<file path="src/hdl/bsf_pkg.sv">
`timescale 1ns / 1ps
// ----------------------------------------------------------------------------
// bsf_pkg
// Shared constants and types for the byte-stuffing framer: the flag and
// escape bytes, and the plan that the front end hands to the back end.
// ----------------------------------------------------------------------------
package bsf_pkg;

    // Framing constants.
    localparam logic [7:0] FLAG_BYTE = 8'h7E;
    localparam logic [7:0] ESC_BYTE  = 8'h7D;
    localparam logic [7:0] ESC_XOR   = 8'h20;

    // Direction register codes.
    localparam logic DIR_ENCODE = 1'b0;
    localparam logic DIR_DECODE = 1'b1;

    // Most output words one input word can cause.
    localparam int MAX_RUN = 4;
    localparam int RUN_IDX_W = $clog2(MAX_RUN);
    localparam int RUN_CNT_W = $clog2(MAX_RUN + 1);

    // Depth of the plan queue between front and back end.
    localparam int PLAN_DEPTH = 2;
    localparam int PLAN_PTR_W = $clog2(PLAN_DEPTH);
    localparam int PLAN_CNT_W = $clog2(PLAN_DEPTH + 1);

    // One classified input word: the bytes to emit, how many, and whether
    // the final one closes the frame.
    typedef struct packed {
        logic [MAX_RUN-1:0][7:0] bytes;
        logic [RUN_CNT_W-1:0]    cnt;
        logic                    fend;
    } plan_t;

    // Head of the plan queue as seen by the back end.
    typedef struct packed {
        logic  valid;
        plan_t plan;
    } plan_head_t;

endpackage

</file>
<file path="src/hdl/byte_stuff_framer.sv">
`timescale 1ns / 1ps
// ----------------------------------------------------------------------------
// byte_stuff_framer
// Byte-stuffing framer with encode and decode directions.
// ----------------------------------------------------------------------------
// The block takes one input word per cycle while full is low and gives out one
// output word per cycle while the consumer pops. An input word can cause zero
// to four output words; the back end emits them one per cycle while the output
// register is drained, and the input side stalls (full) only when the two-entry
// plan queue is taken up. Words that yield one output each stream at one per
// cycle while pop stays high. The first output word of an input word passes
// through the plan queue and the output register before it reaches the output
// ports. Write the direction register only while no words are in flight.
// ----------------------------------------------------------------------------
module byte_stuff_framer
    import bsf_pkg::*;
(
    input  logic       clk,
    input  logic       rst_n,
    input  logic       cfg_we,
    input  logic       cfg_wdata,
    input  logic       push,
    output logic       full,
    input  logic [7:0] data_byte,
    input  logic       first_of_frame,
    input  logic       last_of_frame,
    input  logic       pop,
    output logic       empty,
    output logic [7:0] out_byte,
    output logic       frame_end,
    output logic       run_last
);

    logic       accept;
    logic       plan_we;
    plan_t      plan;
    plan_head_t head;
    logic       head_pop;

    assign accept = push && !full;

    // Front end.
    bsf_classify u_classify (
        .clk            (clk),
        .rst_n          (rst_n),
        .cfg_we         (cfg_we),
        .cfg_wdata      (cfg_wdata),
        .data_byte      (data_byte),
        .first_of_frame (first_of_frame),
        .last_of_frame  (last_of_frame),
        .accept         (accept),
        .plan_we        (plan_we),
        .plan           (plan)
    );

    // Plan queue.
    bsf_plan_fifo u_plan_fifo (
        .clk     (clk),
        .rst_n   (rst_n),
        .wr_en   (plan_we),
        .wr_plan (plan),
        .full    (full),
        .rd_en   (head_pop),
        .head    (head)
    );

    // Back end.
    bsf_emit u_emit (
        .clk       (clk),
        .rst_n     (rst_n),
        .head      (head),
        .head_pop  (head_pop),
        .pop       (pop),
        .empty     (empty),
        .out_byte  (out_byte),
        .frame_end (frame_end),
        .run_last  (run_last)
    );

endmodule

</file>
<file path="src/hdl/bsf_classify.sv">
`timescale 1ns / 1ps
// ----------------------------------------------------------------------------
// bsf_classify
// Front end: accepts input words, holds the direction register and the
// decode escape state, and turns each word into a plan of output bytes.
// ----------------------------------------------------------------------------
module bsf_classify
    import bsf_pkg::*;
(
    input  logic       clk,
    input  logic       rst_n,
    input  logic       cfg_we,
    input  logic       cfg_wdata,
    input  logic [7:0] data_byte,
    input  logic       first_of_frame,
    input  logic       last_of_frame,
    input  logic       accept,
    output logic       plan_we,
    output plan_t      plan
);

    logic direction_reg;
    logic esc_reg;
    logic esc_next;

    // Direction register.
    always_ff @(posedge clk or negedge rst_n)
    begin
        if (!rst_n)
        begin
            direction_reg <= DIR_ENCODE;
        end
        else if (cfg_we)
        begin
            direction_reg <= cfg_wdata;
        end
    end

    // Build the plan for the current input word and the next escape state.
    always_comb
    begin
        logic [RUN_CNT_W-1:0] n;
        n = '0;
        plan.bytes = '0;
        esc_next = esc_reg;
        if (direction_reg == DIR_ENCODE)
        begin
            if (first_of_frame)
            begin
                plan.bytes[n[RUN_IDX_W-1:0]] = FLAG_BYTE;
                n = n + 1'b1;
            end
            if (data_byte == FLAG_BYTE || data_byte == ESC_BYTE)
            begin
                plan.bytes[n[RUN_IDX_W-1:0]] = ESC_BYTE;
                n = n + 1'b1;
                plan.bytes[n[RUN_IDX_W-1:0]] = data_byte ^ ESC_XOR;
                n = n + 1'b1;
            end
            else
            begin
                plan.bytes[n[RUN_IDX_W-1:0]] = data_byte;
                n = n + 1'b1;
            end
            if (last_of_frame)
            begin
                plan.bytes[n[RUN_IDX_W-1:0]] = FLAG_BYTE;
                n = n + 1'b1;
            end
        end
        else
        begin
            if (first_of_frame)
            begin
                esc_next = 1'b0;
            end
            else if (esc_reg)
            begin
                plan.bytes[n[RUN_IDX_W-1:0]] = data_byte ^ ESC_XOR;
                n = n + 1'b1;
                esc_next = 1'b0;
            end
            else if (!last_of_frame)
            begin
                if (data_byte == ESC_BYTE)
                begin
                    esc_next = 1'b1;
                end
                else
                begin
                    plan.bytes[n[RUN_IDX_W-1:0]] = data_byte;
                    n = n + 1'b1;
                end
            end
            if (last_of_frame)
            begin
                // Terminator byte is zero.
                plan.bytes[n[RUN_IDX_W-1:0]] = 8'h00;
                n = n + 1'b1;
                esc_next = 1'b0;
            end
        end
        plan.cnt = n;
        plan.fend = last_of_frame;
    end

    // A word that yields no output is absorbed here and never queued.
    assign plan_we = accept && (plan.cnt != '0);

    // Escape state.
    always_ff @(posedge clk or negedge rst_n)
    begin
        if (!rst_n)
        begin
            esc_reg <= 1'b0;
        end
        else if (accept)
        begin
            esc_reg <= esc_next;
        end
    end

    // A closing word in the decode direction always leaves no escape pending.
    assert property (@(posedge clk) disable iff (!rst_n)
        (accept && last_of_frame && direction_reg == DIR_DECODE) |=> !esc_reg)
        else $error("escape pending after frame close");

    // Encoding never touches the escape state.
    assert property (@(posedge clk) disable iff (!rst_n)
        (accept && direction_reg == DIR_ENCODE) |=> esc_reg == $past(esc_reg))
        else $error("escape state changed while encoding");

endmodule

</file>
<file path="src/hdl/bsf_plan_fifo.sv">
`timescale 1ns / 1ps
// ----------------------------------------------------------------------------
// bsf_plan_fifo
// Short queue of plans between the front end and the back end.
// ----------------------------------------------------------------------------
module bsf_plan_fifo
    import bsf_pkg::*;
(
    input  logic       clk,
    input  logic       rst_n,
    input  logic       wr_en,
    input  plan_t      wr_plan,
    output logic       full,
    input  logic       rd_en,
    output plan_head_t head
);

    plan_t                 mem_reg [PLAN_DEPTH];
    logic [PLAN_PTR_W-1:0] wr_ptr_reg;
    logic [PLAN_PTR_W-1:0] rd_ptr_reg;
    logic [PLAN_CNT_W-1:0] count_reg;

    assign full       = (count_reg == PLAN_CNT_W'(PLAN_DEPTH));
    assign head.valid = (count_reg != '0);
    assign head.plan  = mem_reg[rd_ptr_reg];

    // Storage.
    always_ff @(posedge clk)
    begin
        if (wr_en)
        begin
            mem_reg[wr_ptr_reg] <= wr_plan;
        end
    end

    // Pointers and fill count.
    always_ff @(posedge clk or negedge rst_n)
    begin
        if (!rst_n)
        begin
            wr_ptr_reg <= '0;
            rd_ptr_reg <= '0;
            count_reg  <= '0;
        end
        else
        begin
            if (wr_en)
            begin
                wr_ptr_reg <= (wr_ptr_reg == PLAN_PTR_W'(PLAN_DEPTH - 1)) ? '0
                                                                           : wr_ptr_reg + 1'b1;
            end
            if (rd_en)
            begin
                rd_ptr_reg <= (rd_ptr_reg == PLAN_PTR_W'(PLAN_DEPTH - 1)) ? '0
                                                                           : rd_ptr_reg + 1'b1;
            end
            count_reg <= count_reg + PLAN_CNT_W'(wr_en) - PLAN_CNT_W'(rd_en);
        end
    end

    assert property (@(posedge clk) disable iff (!rst_n)
        count_reg <= PLAN_CNT_W'(PLAN_DEPTH))
        else $error("plan queue overfilled");

    assert property (@(posedge clk) disable iff (!rst_n)
        rd_en |-> head.valid)
        else $error("plan queue read while empty");

endmodule

</file>
<file path="src/hdl/bsf_emit.sv">
`timescale 1ns / 1ps
// ----------------------------------------------------------------------------
// bsf_emit
// Back end: walks head plans one byte per free cycle into an output register.
// ----------------------------------------------------------------------------
module bsf_emit
    import bsf_pkg::*;
(
    input  logic       clk,
    input  logic       rst_n,
    input  plan_head_t head,
    output logic       head_pop,
    input  logic       pop,
    output logic       empty,
    output logic [7:0] out_byte,
    output logic       frame_end,
    output logic       run_last
);

    logic                 out_valid_reg;
    logic [7:0]           byte_reg;
    logic                 fend_reg;
    logic                 last_reg;
    logic [RUN_IDX_W-1:0] idx_reg;
    logic                 load;
    logic                 is_last;

    // The output register takes a new word when it is free or being drained.
    assign load     = head.valid && (!out_valid_reg || pop);
    assign is_last  = ({1'b0, idx_reg} == head.plan.cnt - 1'b1);
    assign head_pop = load && is_last;

    // Byte position within the current plan.
    always_ff @(posedge clk or negedge rst_n)
    begin
        if (!rst_n)
        begin
            idx_reg <= '0;
        end
        else if (load)
        begin
            idx_reg <= is_last ? '0 : idx_reg + 1'b1;
        end
    end

    // Output valid flag.
    always_ff @(posedge clk or negedge rst_n)
    begin
        if (!rst_n)
        begin
            out_valid_reg <= 1'b0;
        end
        else if (load)
        begin
            out_valid_reg <= 1'b1;
        end
        else if (pop)
        begin
            out_valid_reg <= 1'b0;
        end
    end

    // Output payload.
    always_ff @(posedge clk)
    begin
        if (load)
        begin
            byte_reg <= head.plan.bytes[idx_reg];
            fend_reg <= is_last && head.plan.fend;
            last_reg <= is_last;
        end
    end

    assign empty     = !out_valid_reg;
    assign out_byte  = byte_reg;
    assign frame_end = fend_reg;
    assign run_last  = last_reg;

    assert property (@(posedge clk) disable iff (!rst_n)
        head.valid |-> ({1'b0, idx_reg} < head.plan.cnt))
        else $error("emit position beyond plan length");

    assert property (@(posedge clk) disable iff (!rst_n)
        (out_valid_reg && frame_end) |-> run_last)
        else $error("frame end not on the last word of its run");

endmodule
</file>
<file path="config.mk">
export PLATFORM = sky130hd
export DESIGN_NAME = byte_stuff_framer
export DESIGN_NICKNAME = d
export VERILOG_FILES = /design/src/hdl/bsf_pkg.sv /design/src/hdl/byte_stuff_framer.sv /design/src/hdl/bsf_classify.sv /design/src/hdl/bsf_plan_fifo.sv /design/src/hdl/bsf_emit.sv
export SDC_FILE = /design/constraint.sdc
export NUM_CORES = 1
export LEC_CHECK = 0
export ABC_AREA = 0
export BUFFER_PORTS_ARGS = -buffer_cell sky130_fd_sc_hd__buf_2
export CAP_MARGIN = 20
export CORE_ASPECT_RATIO = 1.75
export CORE_UTILIZATION = 35
export DETAILED_ROUTE_END_ITERATION = 8
export GPL_TIMING_DRIVEN = 0
export PLACE_DENSITY_LB_ADDON = 0.12
export SLEW_MARGIN = 0
export SYNTH_ARGS = -nofsm -noshare
export SYNTH_HDL_FRONTEND = slang
export SYNTH_SLANG_ARGS = --single-unit
</file>
<file path="constraint.sdc">
create_clock -name clk -period 2.77 [get_ports clk]
set_input_delay 0.1385 -clock clk [delete_from_list [all_inputs] [get_ports clk]]
set_output_delay 0.1385 -clock clk [all_outputs]
set_load 0.03 [all_outputs]
</file>
==> run summary, run 1 <==
CP max stage delay: 430 ps
Final wirelength: 7.13 mm
Min-delay worst type: in -> reg
Static Leak: 1.58 nW
Post-synthesis register bit count: 75
Switching Power: 1.39 mW
Vias: 2143
Clock tree buffer depth: 2
Rows: 47
CP startpoint kind: flop
Detailed Place HPWL: 5.07 mm
DRC Markers: 0
Reg clk slew, reported paths: 60 ps
Vias in the first global route: 2140
CTS tree: yes
Most frequent cells in the layout: 66 x edfxtp_1, 30 x buf_2, 24 x inv_1
Post-CTS Setup Bufs: 0
Pint: 2.93 mW
CTS root buf: clkbuf_16
CTS Buf Count: 9
EDFF count, synth: 66
Switching Fraction: 32.1%
Tcrit/Tclk final: 90.1%
1st-iter DRT viols: 91
Synthesized instance count: 257
Logic pwr share: 31.8%
Die Y: 134 µm
Final RePlAce weighted congestion: 0.845
Core Area: 9590 µm²
Die width: 77.4 µm
Sequential share of power: 40.3%
Peak VDD IR: 392 µV
Worst hold slack: 17.1 ps
Final critical-path required period: 2500 ps
Slew headroom: 56.0%
Slew Limit Fails: 0
Grt ovf: 0
Fin nets: 320
Initial Util: 36.4%
H-tree Lvls: 3
# fillers: 891
Max Cap Viol: 0
Fraction of registers with async set/reset: 12.0%
Vias per inst: 5.04
Yosys top cell by area: edfxtp_1
Arrival @ worst endpoint: 2750 ps
Placed insts: 408
Critical Path RT: 3020 ps
IO Pins: 28
Worst-Margin Slew: 643 ps
CP endpoint kind: flop
Number of iterations in the first detailed-routing pass: 4
Clock skew: 7.55 ps
Most common cell after layout, fill and taps aside: edfxtp_1
First-pass GRT wire length: 11.2 mm
Clock Power Share: 27.9%
Total track usage: 14.6%
Post-route cell area: 4160 µm²
CP max-delay cell: dfrtp_2
Unrepaired setup endpoints after global routing: no
Antenna diode count: 0
Final setup fails: 0
Area contributors post-synth: edfxtp_1 57%, dfrtp_1 6.5%, mux4_2 5.2%
Per-cell routed wire length: 16.8 µm
CP Max Fanout: 19
Fin cells: 425
Synth top area share: 56.9%
Clock sinks: 75
Skew-Pair Late Insertion Delay: 330 ps
Cell variety after synth: 49
Yosys synthesis warning count: 0
Largest register FFs: 56
P per Cell Area: 1040 nW/µm²
# port buffers: 27
Synth Flop Type: edfxtp_1
Initial antenna violation count: 0
Syn_area_per_cell: 13.6 µm²
Die area: 10400 µm²
Final ANT Viol Nets: 0
Area Overhead vs Synth: 19.3%
Outcome: finished clean
Seq/Total Area, Yosys: 63.3%
Share of layout cells above drive strength 1: 21.5%
Peak Freq: 401 MHz
Placed cell areas: 3810 µm²
Critical path class: reg -> reg
Fin. Hold Viols: 0
Most used cell, CP: ha_1
Largest net degree at the start of global routing: 29
Mapped Area: 3490 µm²
Crit path cell chain: buf_12 -> mux2i_1 -> ha_1 -> xor2_1 -> nand4_1 -> inv_1 -> ha_1 -> inv_1 -> ha_1 -> xnor2_1 -> xnor2_1
synth_stat cells, types with 2 or more instances:
library cell / n
inv_1: 24
nor4_1: 2
o22ai_1: 5
a211oi_1: 2
nand3b_1: 2
and2_1: 4
nand3_1: 2
ha_1: 5
mux4_2: 8
nor2_1: 10
nand2_1: 15
dfrtp_1: 9
nor2b_1: 5
edfxtp_1: 66
o21ai_0: 10
o21a_1: 2
buf_4: 2
o31a_1: 2
o31ai_1: 2
xor2_1: 3
nand2b_1: 3
o221ai_1: 6
a31oi_1: 2
buf_2: 3
xnor2_1: 5
nor3_1: 4
nand4_1: 2
clkbuf_1: 5
mux2i_1: 12
a21oi_1: 16
worst max-delay path: cells and delay by family, from the launching register on:
| kind | cells | cell delay (ps) |
|---|---|---|
| AND/OR/NAND/NOR | 1 | 180 |
| buffers and inverters | 3 | 370 |
| flip-flops | 1 | 430 |
| adder cells (fa/ha/maj) | 3 | 680 |
| multiplexers | 1 | 240 |
| XOR/XNOR | 3 | 520 |
final cells by class:
cell class / instances / area, µm² / share of cell area [%]
repair buffers: 30 / 183 / 4.39
multi-input cells: 148 / 1150 / 27.7
inverters: 24 / 90.1 / 2.17
plain buffers: 11 / 68.8 / 1.65
clock inverters: 6 / 81.3 / 1.95
well taps: 122 / 153 / 3.67
clock buffers: 9 / 225 / 5.41
flip-flops and latches: 75 / 2210 / 53.1
cells by family (layout without fill, tap and decap cells):
group	Yosys count	after routing	share of synthesized area, %
AND/OR/NAND/NOR	57	58	8.76
buffers and inverters	36	80	4.41
other	1	2	0.108
multiplexers	21	21	9.01
XOR/XNOR	8	8	2.01
AO/OA/AOI/OAI	54	54	10.6
adder cells (fa/ha/maj)	5	5	1.79
flip-flops	75	75	63.3
power groups by stage:
stage | Sequential [mW] | Combinational, mW | Clock, mW
2_1_floorplan | 1.89 | 0.853 | 0
3_3_place_gp | 1.75 | 1.33 | 0
3_5_place_dp | 1.75 | 1.38 | 0
4_1_cts | 1.73 | 1.37 | 1.22
5_1_grt | 1.77 | 1.50 | 1.27
6_report | 1.74 | 1.37 | 1.20
timing repair:
item,4_1_cts,5_1_grt
gates resized for setup,1,5
hold buffers,2,0
cloned,0,1
setup endpoints to repair,1,48
endpoints found under the hold margin,10,0
stage by stage:
stage / power, mW / utilization [%] / worst slack (ps) / setup TNS [ps]
floorplan: 2.74 / - / 3.19 / 0
CTS: 4.33 / 43.1 / 35.7 / 0
detailed placement: 3.13 / 39.8 / -317 / -13960
finish: 4.32 / 43.4 / 273 / 0
global placement: 3.08 / 39.4 / -747 / -37970
global route: 4.55 / 43.4 / 64.8 / 0
per-layer routing:
metal	GRT usage (%)	vias to the layer above	routed length (µm)
met4	7.02	0	127
met2	26.0	30	3980
met1	16.2	1054	2870
met3	3.47	8	153
li1	-	1051	-
met5	0	-	0
final timing paths:
kind	start	endpoint	slack, ps	cells after the start
max	u_plan_fifo.rd_ptr_reg	u_plan_fifo.count_reg[1]	270	11
min	cfg_wdata	u_classify.direction_reg	20	3
max reg2reg	u_plan_fifo.rd_ptr_reg	u_plan_fifo.count_reg[1]	270	11
min reg2reg	u_emit.out_valid_reg	u_emit.out_valid_reg	490	2
max in group asynchronous	rst_n	u_plan_fifo.rd_ptr_reg	2340	2
min in group asynchronous	rst_n	u_plan_fifo.rd_ptr_reg	210	2
(Power assumes the default switching activity.)
==> inputs of run 2 (changes only) <==
--- a/config.mk
+++ b/config.mk
@@ -8,7 +8,7 @@
 export ABC_AREA = 0
 export BUFFER_PORTS_ARGS = -buffer_cell sky130_fd_sc_hd__buf_2
 export CAP_MARGIN = 20
-export CORE_ASPECT_RATIO = 1.75
+export CORE_ASPECT_RATIO = 1.4
 export CORE_UTILIZATION = 35
 export DETAILED_ROUTE_END_ITERATION = 8
 export GPL_TIMING_DRIVEN = 0
==> run 2 against run 1 <==
  * Hold slack better by 5.1 ps
  * Register-to-register slack about the same
  * Clock-buffer cell count unchanged
  * Sequential cell count unchanged
  * Sequential power about the same
  * Via count up 0.79%
  * Combinational power about the same
  * Clock power about the same
  * Sequential share of layout area about the same
  * Critical path depth down 1
  * Cell count up 2.4%
  * Non-clock buffer count down 1
  * Largest power group unchanged
==> run summary, run 2 (synthesized netlist as in run 1, its figures left out) <==
Clock sinks: 75 (unchanged)
CTS root buf: clkbuf_16 (unchanged)
Die width: 86.3 µm (was 77.4 µm)
Post-route setup TNS: 0 ps (unchanged)
Reg clk slew, reported paths: 60 ps (about the same)
Final setup fails: 0 (unchanged)
Skew-Pair Late Insertion Delay: 330 ps (about the same)
Slew headroom: 55.3% (was 56.0%)
Pint: 2.91 mW (was 2.93 mW)
Area Overhead vs Synth: 19.3% (about the same)
Vias: 2160 (was 2143)
Critical Path RT: 2810 ps (was 3020 ps)
Detailed Place HPWL: 5.02 mm (was 5.07 mm)
First-pass GRT wire length: 11.3 mm (was 11.2 mm)
1st-iter DRT viols: 95 (was 91)
Slew Limit Fails: 0 (unchanged)
Worst-Margin Slew: 653 ps (was 643 ps)
Core Area: 9560 µm² (was 9590 µm²)
Post-CTS Setup Bufs: 0 (unchanged)
Sequential share of power: 40.3% (about the same)
Die Y: 120 µm (was 134 µm)
R2R Setup Slk: 260 ps (was 270 ps)
Peak VDD IR: 457 µV (was 392 µV)
P per Cell Area: 1030 nW/µm² (was 1040 nW/µm²)
Crit-path leading delay family: simple AND/OR/NAND/NOR gates (was adder cells)
# fillers: 917 (was 891)
Largest register FFs: 56 (unchanged)
Most frequent cells in the layout: 66 x edfxtp_1, 30 x buf_2, 24 x inv_1 (unchanged)
Switching Fraction: 32.3% (was 32.1%)
Static Leak: 1.57 nW (was 1.58 nW)
Grt ovf: 0 (unchanged)
Clock skew: 4.72 ps (was 7.55 ps)
Clock tree buffer depth: 2 (unchanged)
CTS tree: yes (unchanged)
Vias in the first global route: 2170 (was 2140)
Clock Power Share: 28.5% (was 27.9%)
Switching Power: 1.39 mW (about the same)
CP startpoint kind: primary input (was flop)
Tcrit/Tclk final: 91.3% (was 90.1%)
CTS Buf Count: 9 (unchanged)
Per-cell routed wire length: 16.1 µm (was 16.8 µm)
FF/Latch Area: 2210 µm² (about the same)
Vias per inst: 4.97 (was 5.04)
Rows: 42 (was 47)
DRC Markers: 0 (unchanged)
CP Max Fanout: 16 (was 19)
Most common cell after layout, fill and taps aside: edfxtp_1 (unchanged)
Largest net degree at the start of global routing: 29 (unchanged)
Area of the multi-input gates: 1160 µm² (was 1150 µm²)
Critical path class: in -> reg (was reg -> reg)
Unrepaired setup endpoints after global routing: no (unchanged)
CP max stage delay: 460 ps (was 430 ps)
CP max-delay cell: and2_2 (was dfrtp_2)
Total track usage: 15.0% (was 14.6%)
Final ANT Viol Nets: 0 (unchanged)
Initial Util: 36.4% (about the same)
Die area: 10400 µm² (about the same)
Final RePlAce weighted congestion: 0.839 (was 0.845)
IO Pins: 28 (unchanged)
Final critical-path required period: 2530 ps (was 2500 ps)
Fin nets: 319 (was 320)
# port buffers: 27 (unchanged)
Final wirelength: 7.00 mm (was 7.13 mm)
Min-delay worst type: in -> reg (unchanged)
Antenna diode count: 0 (unchanged)
Buf/Inv on CP: 3 (unchanged)
Number of iterations in the first detailed-routing pass: 4 (unchanged)
Peak Freq: 395 MHz (was 401 MHz)
Crit path cell chain: buf_2 -> nand4_2 -> nor3_2 -> buf_6 -> ha_1 -> nor2b_1 -> o31a_1 -> a31oi_4 -> and2_2 -> buf_8 (was buf_12 -> mux2i_1 -> ha_1 -> xor2_1 -> nand4_1 -> inv_1 -> ha_1 -> inv_1 -> ha_1 -> xnor2_1 -> xnor2_1)
Max Cap Viol: 0 (unchanged)
Arrival @ worst endpoint: 2570 ps (was 2750 ps)
Worst hold slack: 22.2 ps (was 17.1 ps)
Share of layout cells above drive strength 1: 21.8% (was 21.5%)
H-tree Lvls: 3 (unchanged)
Outcome: finished clean (unchanged)
Fin. Hold Viols: 0 (unchanged)
Initial antenna violation count: 0 (unchanged)
Logic pwr share: 31.3% (was 31.8%)
CP endpoint kind: flop (unchanged)
run 2: cell types whose count changed in the layout (fill, tap and decap cells not counted), sizes merged:
cell	before	now
clkinvlp	1	2
dlygate4sd3	2	1
run 2: repair_timing:
item	CTS	global route
gates resized for setup	2	2
endpoints found under the setup margin	14	29
endpoints found under the hold margin	9	0
cloned	0	1
hold buffers	1	0
run 2: layer usage:
metal  track usage, %  wire length, µm  part of all wire [%]
met3             4.20              223                   3.2
met5                0                0                     0
met2             25.1             3670                    52
met1             17.4             2960                    42
met4             7.60              154                   2.2
run 2: area by class of cell:
type	count	area share, %
Sequential cell	75	53.1
Inverter	24	2.17
Multi-Input combinational cell	148	27.9
Timing Repair Buffer	29	3.85
Clock buffer	9	5.42
Clock inverter	7	2.23
Tap cell	132	3.97
Buffer	11	1.44
run 2: worst paths after layout:
check                                       start                    endpoint  cells past startpoint
max reg2reg                u_plan_fifo.rd_ptr_reg    u_plan_fifo.count_reg[1]                     11
min reg2reg                  u_emit.out_valid_reg        u_emit.out_valid_reg                      2
max                                  data_byte[5]  u_plan_fifo.mem_reg[1][13]                     10
max in group asynchronous                   rst_n    u_plan_fifo.count_reg[1]                      2
min in group asynchronous                   rst_n          u_classify.esc_reg                      2
min                                        cfg_we    u_classify.direction_reg                      2
run 2: per-stage QoR:
step	util (%)	instance area, µm²	total power [mW]	worst slack, ps	std cells
finish	43.5	4160	4.30	241	435
global route	43.5	4160	4.54	33.1	435
CTS	43.3	4150	4.35	38.4	435
detailed placement	39.9	3810	3.10	-371	418
global placement	39.7	3790	3.07	-721	417
floorplan	-	3490	2.74	3.19	258
run 2: power by group through the flow:
stage / Sequential (mW) / Clock (mW) / Combinational [mW]
6_report: 1.73 / 1.22 / 1.35
5_1_grt: 1.76 / 1.30 / 1.48
4_1_cts: 1.73 / 1.26 / 1.36
3_5_place_dp: 1.75 / 0 / 1.35
3_3_place_gp: 1.75 / 0 / 1.33
2_1_floorplan: 1.89 / 0 / 0.853
